--- config.mk ---
export PLATFORM = sky130hd
export DESIGN_NAME = ppu_ram
export DESIGN_NICKNAME = d
export VERILOG_FILES = /design/src/sv/assert_macros.svh /design/src/sv/ppu_ram.sv
export SDC_FILE = /design/constraint.sdc
export NUM_CORES = 1
export LEC_CHECK = 0
export ABC_AREA = 1
export BUFFER_PORTS_ARGS = -buffer_cell sky130_fd_sc_hd__buf_4
export CAP_MARGIN = 20
export CORE_MARGIN = 2
export CORE_UTILIZATION = 35
export CTS_CLUSTER_SIZE = 12
export DETAILED_ROUTE_END_ITERATION = 6
export MAX_ROUTING_LAYER = met4
export PLACE_DENSITY = 0.59
export SLEW_MARGIN = 20
export SYNTH_ARGS = -nofsm -noshare
export SYNTH_HDL_FRONTEND = slang
export SYNTH_SLANG_ARGS = --single-unit
--- constraint.sdc ---
create_clock -name i_clk -period 1.6 [get_ports i_clk]
set_clock_uncertainty 0.2 [all_clocks]
set_input_delay 0.32 -clock i_clk [delete_from_list [all_inputs] [get_ports i_clk]]
set_output_delay 0.32 -clock i_clk [all_outputs]
set_load 0.01 [all_outputs]
--- src/sv/assert_macros.svh ---
// Assertion helpers shared by the RTL. Both macros expect i_clk and i_rst_n in scope.
`ifndef ASSERT_MACROS_SVH
`define ASSERT_MACROS_SVH
`ifndef SYNTHESIS
`define ASSERT_PROP(lbl, prop, msg) \
    lbl: assert property (@(posedge i_clk) disable iff (!i_rst_n) prop) else $error(msg);
`define ASSERT_NEVER(lbl, cond, msg) \
    `ASSERT_PROP(lbl, !(cond), msg)
`else
`define ASSERT_PROP(lbl, prop, msg)
`define ASSERT_NEVER(lbl, cond, msg)
`endif
`endif

--- src/sv/ppu_ram.sv ---
`timescale 1ns / 1ps
module ppu_ram #(
    parameter int WIDTH = 8,
    parameter int DEPTH = 2
) (
    input  logic                                       i_clk,
    input  logic                                       i_we,
    input  logic [((DEPTH > 1) ? $clog2(DEPTH) : 1)-1:0] i_waddr,
    input  logic [WIDTH-1:0]                           i_wdata,
    input  logic                                       i_re,
    input  logic [((DEPTH > 1) ? $clog2(DEPTH) : 1)-1:0] i_raddr,
    output logic [WIDTH-1:0]                           o_rdata
);

    logic [WIDTH-1:0] r_mem [DEPTH];
    logic [WIDTH-1:0] r_rdata;

    always_ff @(posedge i_clk) begin
        if (i_we) begin
            r_mem[i_waddr] <= i_wdata;
        end
        if (i_re) begin
            r_rdata <= r_mem[i_raddr];
        end
    end

    assign o_rdata = r_rdata;

endmodule
# Yosys cells after proc, flatten, opt, wreduce, memory -nomap -nowiden
# Memory sizes are Yosys's and may differ from the RTL's. A register that Yosys moved wholly into a read port is not among the register bits.
# Index checks and enable logic that the tools add are counted.
# classes
n_mul	0
div	0
bitwise	0
magnitude_cmp	0
n_shift	0
muxes	2
eq_ne	0
n_reduce_logical	0
n_addsub	0
# ops
op	n
$mux W1	2
# word_totals
rom_bits	0
output_inout_bits	8
n_memories	1
ramBits	16
input_bits	13
latchBits	0
ff_bits	0
word_cells	3
# mem_list
name	depth	width	rd	rd_ports_with_merged_regs	wr	line_no	rtl
r_mem	2	8	1	1	1	ppu_ram.sv:15	logic [WIDTH-1:0] r_mem [DEPTH];

# Longest topological paths before layout
# Gate-level depths: netlist (run 1).
# logic_depth
depth_word	2
ltp_mapped	4
mapped_depth_nobuf	3

# Worst setup path before layout (run 1)
# OpenSTA, ideal clock, no wires.
# synth_timing
kind	input -> register
start	input port i_we
end	memory r_mem[0][0], enable pin
slack_ps	320
t_required_ps	1029
stages	2
n_path_buf	0
arrival_ps	709
setup_time_ps	371
cell_sequence	inv_1 nor2_1
# synth_between
elab_chain_cells	2
# synth_rtl
element	line_no	rtl
start: declaration	ppu_ram.sv:7	input logic i_we,
$mux W1	ppu_ram.sv:19	if (i_we) begin
$mux W1 (not written as such)	ppu_ram.sv:20	r_mem[i_waddr] <= i_wdata;
end: declaration	ppu_ram.sv:15	
# Every way passes these cells.

# Worst setup path in the final report (run 1)
# layout_timing
start	register r_rdata[3], in the netlist o_rdata[3] (read register of r_mem)
end	output port o_rdata[3]
# layout_lines
element	line_no	rtl
start: declaration	ppu_ram.sv:16	logic [WIDTH-1:0] r_rdata;
end: declaration	ppu_ram.sv:12	output logic [WIDTH-1:0] o_rdata
# No word-level cell between the ends.

==> metrics.cfg, run 1 <==
[worst_setup_path]
cp.arrival_ns = 0.84
path_delay_family = flip-flops
path_cells = buf_4
critPathLaunchType = register
crit_fanout = 1
path_buf_inv = 1
cp_slowest_cell = edfxtp_1
crit_path_max_incr_delay_ns = 0.39
cp-end-kind = primary output
rr_startpoint = r_mem[0][6]
reg2regPathDepth = 2
cp.depth = 1
crit_start = o_rdata[3]
required_ns = 1.08
worstSetupPathType = register to primary output

[pwr]
worst_ir_drop_vdd_uv = 494
p_per_area_nw_per_um2 = 978
leakagePower_uw = 0.000470
power.total_uw = 1100

[floorplanning]
die_y_um = 53.0
die_area_um2 = 2810
pin_count = 21
die_w_um = 53.0
core_area_um2 = 2230
initial_core_util_pct = 37.6
rows = 17

[hold_path]
hp-start = i_re
holdPathStages = 1
min_path_type = primary input to register

[layout]
layout-drive-gt1-share_pct = 29.4
final_cells = 113
final_util_pct = 50.4
diodes = 0
nNetsFinal = 100
final.fill_count = 205
areaGrowthSynthToFinish_pct = 33.8

[clock_tree]
path_clk_slew_ns = 0.11
cts_setup_buffers = 0
htree_levels = 1
root_buffer = clkbuf_4
clock_latency_ns = 0.29
cts_tree = done
post_cts_resize_count = 0
clk_path_buf_depth = 2
cts_sinks = 24
cts_buffers = 3

[yosys]
syn_nets = 67
yosysTopAreaCellShare_pct = 85.7
ys_seq_area_share_pct = 85.7
syn_area_per_cell_um2 = 15.6
synth-edff-count = 24
synth_cell_types = 6
netlist_instances = 54
synth.area.top_cells = edfxtp_1 (86%), nand2_1 (11%), buf_6 (1.3%), inv_1 (0.89%), inv_2 (0.45%)
yosys.area.top_type = edfxtp_1
ys_warn_count = 0
ys.flop_type = edfxtp_1
ys_seq_elements = 24
synth_common_cells = nand2_1 (25), edfxtp_1 (24), inv_1 (2)
syn_area_um2 = 841
ys_async_sr_fraction_pct = 0
yosysMostFrequentCell = nand2_1

[global_routing]
grt_max_degree = 13
grt_pass1_vias = 433
grt_pass1_wl_um = 2010
track_usage_pct = 10.6
antenna_found_initial = 0
gr-total-overflow = 0

[sta]
min_period_over_period_pct = 84.7
max_freq_mhz = 738
tns_ns = 0
finalCriticalPeriod_ns = 1.36
max_slew_margin_pct = 80.8
worstMarginPinSlew_ns = 0.288
slew_violations = 0
setup_violations = 0
rsz0062_at_grt = false
hold_violations = 0

[routing]
via_per_inst = 4.06
routedWlPerCell_um = 10.4
drtIter0Drc = 8
drc = 0
dr.pass1.iters = 3
wl_um = 1180
drt.antenna.violating_nets = 0
vias = 459

[placed_design]
dp.cells = 102
io_buffers = 20
globalplace.congestion = 0.703
dp_hpwl_um = 829

[job]
maxCapViolations = 0

[status]
status = completed

logic make-up after synthesis:
| family | synth area share [%] |
|---|---|
| buffers and inverters | 2.68 |
| flip-flops | 85.7 |
| AND/OR/NAND/NOR | 11.6 |
cells in the final DEF (no fill, tap or decap):
cell type       n
nand2_1        25
edfxtp_1       24
buf_4          21
dlygate4sd3_1   8
clkbuf_4        3
inv_1           2
inv_2           1
nor2_1          1
layout make-up:
cell class,count,area (µm²),area share (%)
Tap cell,28,35.0,3.11
Sequential cell,24,721,64.1
Timing Repair Buffer,29,238,21.1
Multi-Input combinational cell,26,97.6,8.68
Clock buffer,3,22.5,2.00
Inverter,3,11.3,1.00
sequential cells by signal, summed over array words and instances, names as in the netlist:
| register | count |
|---|---|
| o_rdata | 8 |
| r_mem | 16 |
metal layers:
layer	share of wire, %	global-route usage, %	routed length, µm
met5	0	-	0
met4	3.1	7.69	36
met3	4.9	1.98	58
met2	46	15.6	546
met1	45	13.0	535
metrics by stage:
step / instance area [µm²] / worst slack, ns / hold WS (ns)
after global routing: 1120 / 0.187 / 0.0697
final: 1120 / 0.245 / 0.0890
after detailed placement: 1020 / 0.351 / 0.300
after global placement: 1020 / 0.379 / 0.297
after floorplan: 841 / 0.320 / 0.219
after CTS: 1120 / 0.219 / 0.0847
power by group:
group          switching [µW]  internal, µW  leakage, µW  total [µW]
Sequential               9.96           741     0.000230         751
Combinational            48.7          58.5     0.000227         107
Clock                     155          87.6    0.0000138         242
Total                     213           887     0.000470        1100
path summary, 6_finish.rpt:
kind                endpoint  slack [ns]
setup / recovery  o_rdata[3]        0.24
hold reg to reg   o_rdata[1]        0.33
hold / removal    o_rdata[4]        0.09
setup reg to reg  o_rdata[6]        0.65
timing repair:
action | 4_1_cts | 5_1_grt
setup endpoints to repair | 0 | 0
hold buffers | 8 | 0
hold endpoints to repair | 16 | 0
Power figures use the tool's default switching activity.
==> run 2: changes to the inputs <==
--- a/config.mk
+++ b/config.mk
@@ -5,7 +5,7 @@
 export SDC_FILE = /design/constraint.sdc
 export NUM_CORES = 1
 export LEC_CHECK = 0
-export ABC_AREA = 1
+export ABC_AREA = 0
 export BUFFER_PORTS_ARGS = -buffer_cell sky130_fd_sc_hd__buf_4
 export CAP_MARGIN = 20
 export CORE_MARGIN = 2
@@ -13,7 +13,7 @@
 export CTS_CLUSTER_SIZE = 12
 export DETAILED_ROUTE_END_ITERATION = 6
 export MAX_ROUTING_LAYER = met4
-export PLACE_DENSITY = 0.59
+export PLACE_DENSITY = 0.61
 export SLEW_MARGIN = 20
 export SYNTH_ARGS = -nofsm -noshare
 export SYNTH_HDL_FRONTEND = slang
==> constraint.sdc (replaced) <==
create_clock -name i_clk -period 1.16 [get_ports i_clk]
set_clock_uncertainty 0.2 [all_clocks]
set_input_delay 0.232 -clock i_clk [delete_from_list [all_inputs] [get_ports i_clk]]
set_output_delay 0.232 -clock i_clk [all_outputs]
set_load 0.01 [all_outputs]
==> metrics.cfg, run 2 <==
[status]
status = finished, violations left
violations = negative setup slack

[floorplanning]
die_area_um2 = 2880
pin_count = 21
initial_core_util_pct = 35.9
core_area_um2 = 2410
die_y_um = 53.7
rows = 18
die_w_um = 53.7

[worst_setup_path]
cp.arrival_ns = 0.84
path_delay_family = flip-flops
crit_path_max_incr_delay_ns = 0.40
crit_fanout = 1
critPathLaunchType = register
required_ns = 0.73
cp_slowest_cell = edfxtp_1
path_cells = buf_6
worstSetupPathType = register to primary output
path_buf_inv = 1
cp-end-kind = primary output

[sta]
finalCriticalPeriod_ns = 1.27
worstMarginPinSlew_ns = 0.367
max_slew_margin_pct = 75.5
hold_violations = 0
setup_ws_ns = -0.111
rsz0062_at_grt = true
tns_ns = -0.853
setup_violations = 8
slew_violations = 0
max_freq_mhz = 787
min_period_over_period_pct = 110

[placed_design]
io_buffers = 20
pre_cts_slack_ns = -0.0657
placed_area_um2 = 1060
dp.cells = 86
globalplace.congestion = 0.692

[clock_tree]
cts_tree = done
cts_setup_buffers = 0
cts_buffers = 3
htree_levels = 1
cts_sinks = 24
root_buffer = clkbuf_4
path_clk_slew_ns = 0.12
clk_path_buf_depth = 2
clock_latency_ns = 0.31

[routing]
drt.antenna.violating_nets = 0
via_per_inst = 4.21
routedWlPerCell_um = 10.7
vias = 417
dr.pass1.iters = 4
drc = 0
wl_um = 1060
drtIter0Drc = 2

[pwr]
p_per_area_nw_per_um2 = 1310
switching_share_pct = 19.2
p_int_uw = 1270
p_clk_share_pct = 22.4
leakagePower_uw = 0.000468
power.total_uw = 1570
power_frac_seq_pct = 66.2
worst_ir_drop_vdd_uv = 794
p_switching_uw = 302
comb_power_share_pct = 11.4

[layout]
multi_input_area_um2 = 135
nNetsFinal = 83
final_cells = 99
diodes = 0
largest_reg_flops = 16
final.fill_count = 202
layout_common_cells = edfxtp_1 (24), buf_4 (15), dlygate4sd3_1 (9)
final_common_cell = edfxtp_1
areaGrowthSynthToFinish_pct = 38.9
final_area_um2 = 1200
layout-drive-gt1-share_pct = 49.3
seqCellArea_um2 = 721
max_flop_register = r_mem

[yosys]
synth_top_family_by_area = multiplexers
ys_seq_area_share_pct = 83.4
yosysTopAreaCellShare_pct = 83.4
ys_warn_count = 0
ys.flop_type = edfxtp_1
synth_common_cells = edfxtp_1 (24), mux2_4 (8), and2_1 (1), buf_6 (1), nor2b_1 (1)
yosys.area.top_type = edfxtp_1
ys_seq_elements = 24
syn_area_per_cell_um2 = 24.7
syn_nets = 48
synth_compound_area_share_pct = 0
syn_area_um2 = 865
synth-edff-count = 24
synth.area.top_cells = edfxtp_1 (83%), mux2_4 (14%), buf_6 (1.3%), and2_1 (0.72%), nor2b_1 (0.72%)
netlist_instances = 35
synth_cell_types = 5
synth_xor_xnor_area_share_pct = 0
synth_fa_ha_area_share_pct = 0
yosysMostFrequentCell = edfxtp_1
ys_async_sr_fraction_pct = 0
synth-simple-area-share_pct = 1.45
synth_mux_area_share_pct = 13.9

[global_routing]
grt_max_degree = 14
gr-total-overflow = 0
track_usage_pct = 9.38
grt_pass1_vias = 398
antenna_found_initial = 0
grt_pass1_wl_um = 1690

[hold_path]
min_path_type = primary input to register

[job]
maxCapViolations = 0

## run 2: power by group through the flow
stage / clock network, µW / registers [µW] / logic (µW)
2_1_floorplan: 0 / 1070 / 59.9
3_3_place_gp: 0 / 1060 / 146
3_5_place_dp: 0 / 1060 / 150
4_1_cts: 369 / 1040 / 175
5_1_grt: 408 / 1050 / 196
6_report: 352 / 1040 / 180
## run 2: final cells by class
type	count	share of cell area [%]
flip-flops and latches	24	60.0
repair buffers	31	23.4
multi-input cells	10	11.3
well taps	30	3.13
clock buffers	3	1.88
clock inverters	1	0.313
## run 2: stage by stage
| stage | hold slack (ns) | utilization, % |
|---|---|---|
| 2_1_floorplan | 0.131 | - |
| 6_report | 0.149 | 49.8 |
| 4_1_cts | 0.135 | 48.9 |
| 3_3_place_gp | 0.219 | 43.9 |
| 3_5_place_dp | 0.219 | 43.9 |
| 5_1_grt | 0.130 | 49.8 |
## run 2: per-layer routing
layer  vias to the layer above  GRT usage, %  share of wire [%]
met5                         -             -                  0
met4                         0          8.97                3.1
met3                         6          2.50                6.3
met2                        23          14.2                 49
met1                       184          9.72                 41
li1                        204             -                  -
## run 2: kinds of logic (layout without fill, tap and decap cells)
group,after synthesis,in the layout
flops,24,24
mux,8,8
simple gates,2,2
buf+inv,1,35
## run 2: path summary, 6_finish.rpt
kind	startpoint	endpoint	slack [ns]	cells past startpoint
setup / recovery	o_rdata[5]	o_rdata[5]	-0.11	1
hold / removal	i_waddr	r_mem[0][3]	0.15	3
setup reg to reg	r_mem[0][6]	o_rdata[6]	0.06	1
hold reg to reg	r_mem[1][5]	o_rdata[5]	0.35	1
## run 2: timing repair
item	4_1_cts	5_1_grt
endpoints found under the hold margin	24	0
hold buffers	9	0
endpoints found under the setup margin	8	8
gates resized for setup	1	6
==> run 3: changes to the inputs <==
--- a/config.mk
+++ b/config.mk
@@ -7,7 +7,6 @@
 export LEC_CHECK = 0
 export ABC_AREA = 0
 export BUFFER_PORTS_ARGS = -buffer_cell sky130_fd_sc_hd__buf_4
-export CAP_MARGIN = 20
 export CORE_MARGIN = 2
 export CORE_UTILIZATION = 35
 export CTS_CLUSTER_SIZE = 12
==> constraint.sdc (replaced) <==
create_clock -name i_clk -period 1.16 [get_ports i_clk]
set_clock_uncertainty 0.2 [all_clocks]
set_input_delay 0.232 -clock i_clk [delete_from_list [all_inputs] [get_ports i_clk]]
set_output_delay 0.232 -clock i_clk [all_outputs]
set_load 0.1 [all_outputs]
==> metrics.cfg, run 3 (synthesis results as in run 2) <==
[worst_setup_path]
r2r_end = o_rdata[6]
r2r_slack_ns = 0.06
crit_fanout = 1
reg2regPathDepth = 1
rr_startpoint = r_mem[0][6]
worstSetupPathType = register to primary output
path_buf_inv = 1
cp.arrival_ns = 0.91
path_cells = buf_6
path_delay_family = flip-flops
required_ns = 0.73
cp-end-kind = primary output
crit_path_max_incr_delay_ns = 0.40
critPathLaunchType = register
cp_slowest_cell = edfxtp_1

[sta]
max_slew_margin_pct = 75.5
hold_violations = 0
rsz0062_at_grt = true
slew_violations = 0
fin_hold_ws_ns = 0.149
min_period_over_period_pct = 115
setup_violations = 8
finalCriticalPeriod_ns = 1.34
setup_ws_ns = -0.178
max_freq_mhz = 748
worstMarginPinSlew_ns = 0.367
tns_ns = -1.39

[layout]
final_common_cell = edfxtp_1
seqCellArea_um2 = 721
max_flop_register = r_mem
areaGrowthSynthToFinish_pct = 39.4
final.fill_count = 202
layout_common_cells = edfxtp_1 (24), buf_4 (14), dlygate4sd3_1 (9)
nNetsFinal = 83
final_cells = 99
multi_input_area_um2 = 135
final_area_um2 = 1200
largest_reg_flops = 16
diodes = 0
layout-drive-gt1-share_pct = 49.3

[floorplanning]
die_y_um = 53.7
core_area_um2 = 2410
pin_count = 21
die_area_um2 = 2880
initial_core_util_pct = 35.9
rows = 18
die_w_um = 53.7

[routing]
wl_um = 1060
dr.pass1.iters = 4
drtIter0Drc = 2
via_per_inst = 4.21
routedWlPerCell_um = 10.7
drc = 0
drt.antenna.violating_nets = 0
vias = 417

[clock_tree]
cts_sinks = 24
cts_buffers = 3
clk_path_buf_depth = 2
htree_levels = 1
root_buffer = clkbuf_4
cts_setup_buffers = 0
path_clk_slew_ns = 0.12
cts_tree = done
clock_latency_ns = 0.31

[hold_path]
holdPathEnd = r_mem[0][3]
hp-start = i_waddr
holdPathStages = 3
min_path_type = primary input to register

[pwr]
worst_ir_drop_vdd_uv = 804
p_switching_uw = 441
power_frac_seq_pct = 60.7
p_clk_share_pct = 20.5
p_int_uw = 1280
switching_share_pct = 25.7
p_per_area_nw_per_um2 = 1420
comb_power_share_pct = 18.8
leakagePower_uw = 0.000469

[job]
maxCapViolations = 0

[global_routing]
grt_pass1_vias = 398
track_usage_pct = 9.38
antenna_found_initial = 0
grt_max_degree = 14
gr-total-overflow = 0
grt_pass1_wl_um = 1690

[status]
violations = negative setup slack
status = finished, violations left

[placed_design]
placed_area_um2 = 1060
globalplace.congestion = 0.692
io_buffers = 20
dp.cells = 86

==> run 3: metal layers <==
metal | up-vias | wire length, µm | track usage (%)
met1 | 184 | 441 | 9.72
met3 | 6 | 65 | 2.50
li1 | 204 | - | -
met4 | 0 | 33 | 8.97
met2 | 23 | 521 | 14.2
met5 | - | 0 | -
==> run 3: power by group through the flow <==
stage / sequential [µW] / clock [µW] / combinational [µW]
floorplan: 1210 / 0 / 59.9
global placement: 1060 / 0 / 286
detailed placement: 1060 / 0 / 290
CTS: 1040 / 369 / 326
global route: 1050 / 408 / 338
finish: 1040 / 352 / 323
==> run 3: worst max path at each step <==
stage | startpoint | end | slack (ns) | depth (start not counted)
after global routing | o_rdata[4] | o_rdata[4] | -0.24 | 1
after global placement | i_waddr | r_mem[1][4] | -0.03 | 2
after detailed placement | i_waddr | r_mem[1][7] | -0.07 | 2
final | o_rdata[5] | o_rdata[5] | -0.18 | 1
after floorplan | o_rdata[0] | o_rdata[0] | -0.18 | 0
after CTS | o_rdata[5] | o_rdata[5] | -0.20 | 1
==> run 3: final cells by class <==
cell class | instances | share of cell area (%)
flip-flops and latches | 24 | 59.8
repair buffers | 31 | 23.7
multi-input cells | 10 | 11.2
well taps | 30 | 3.12
clock buffers | 3 | 1.87
clock inverters | 1 | 0.312
==> run 3: per-stage QoR <==
step                      utilization (%)  power, µW  worst slack, ns
after floorplan                         -       1270           -0.176
final                                50.0       1720           -0.178
after CTS                            50.0       1740           -0.201
after global routing                 50.0       1790           -0.236
after detailed placement             43.9       1350          -0.0657
after global placement               43.9       1340          -0.0340
==> run 3: timing repair <==
item / 4_1_cts / 5_1_grt
endpoints found under the setup margin: 8 / 8
gates resized for setup: 8 / 0
endpoints found under the hold margin: 24 / 0
hold buffers: 9 / 0
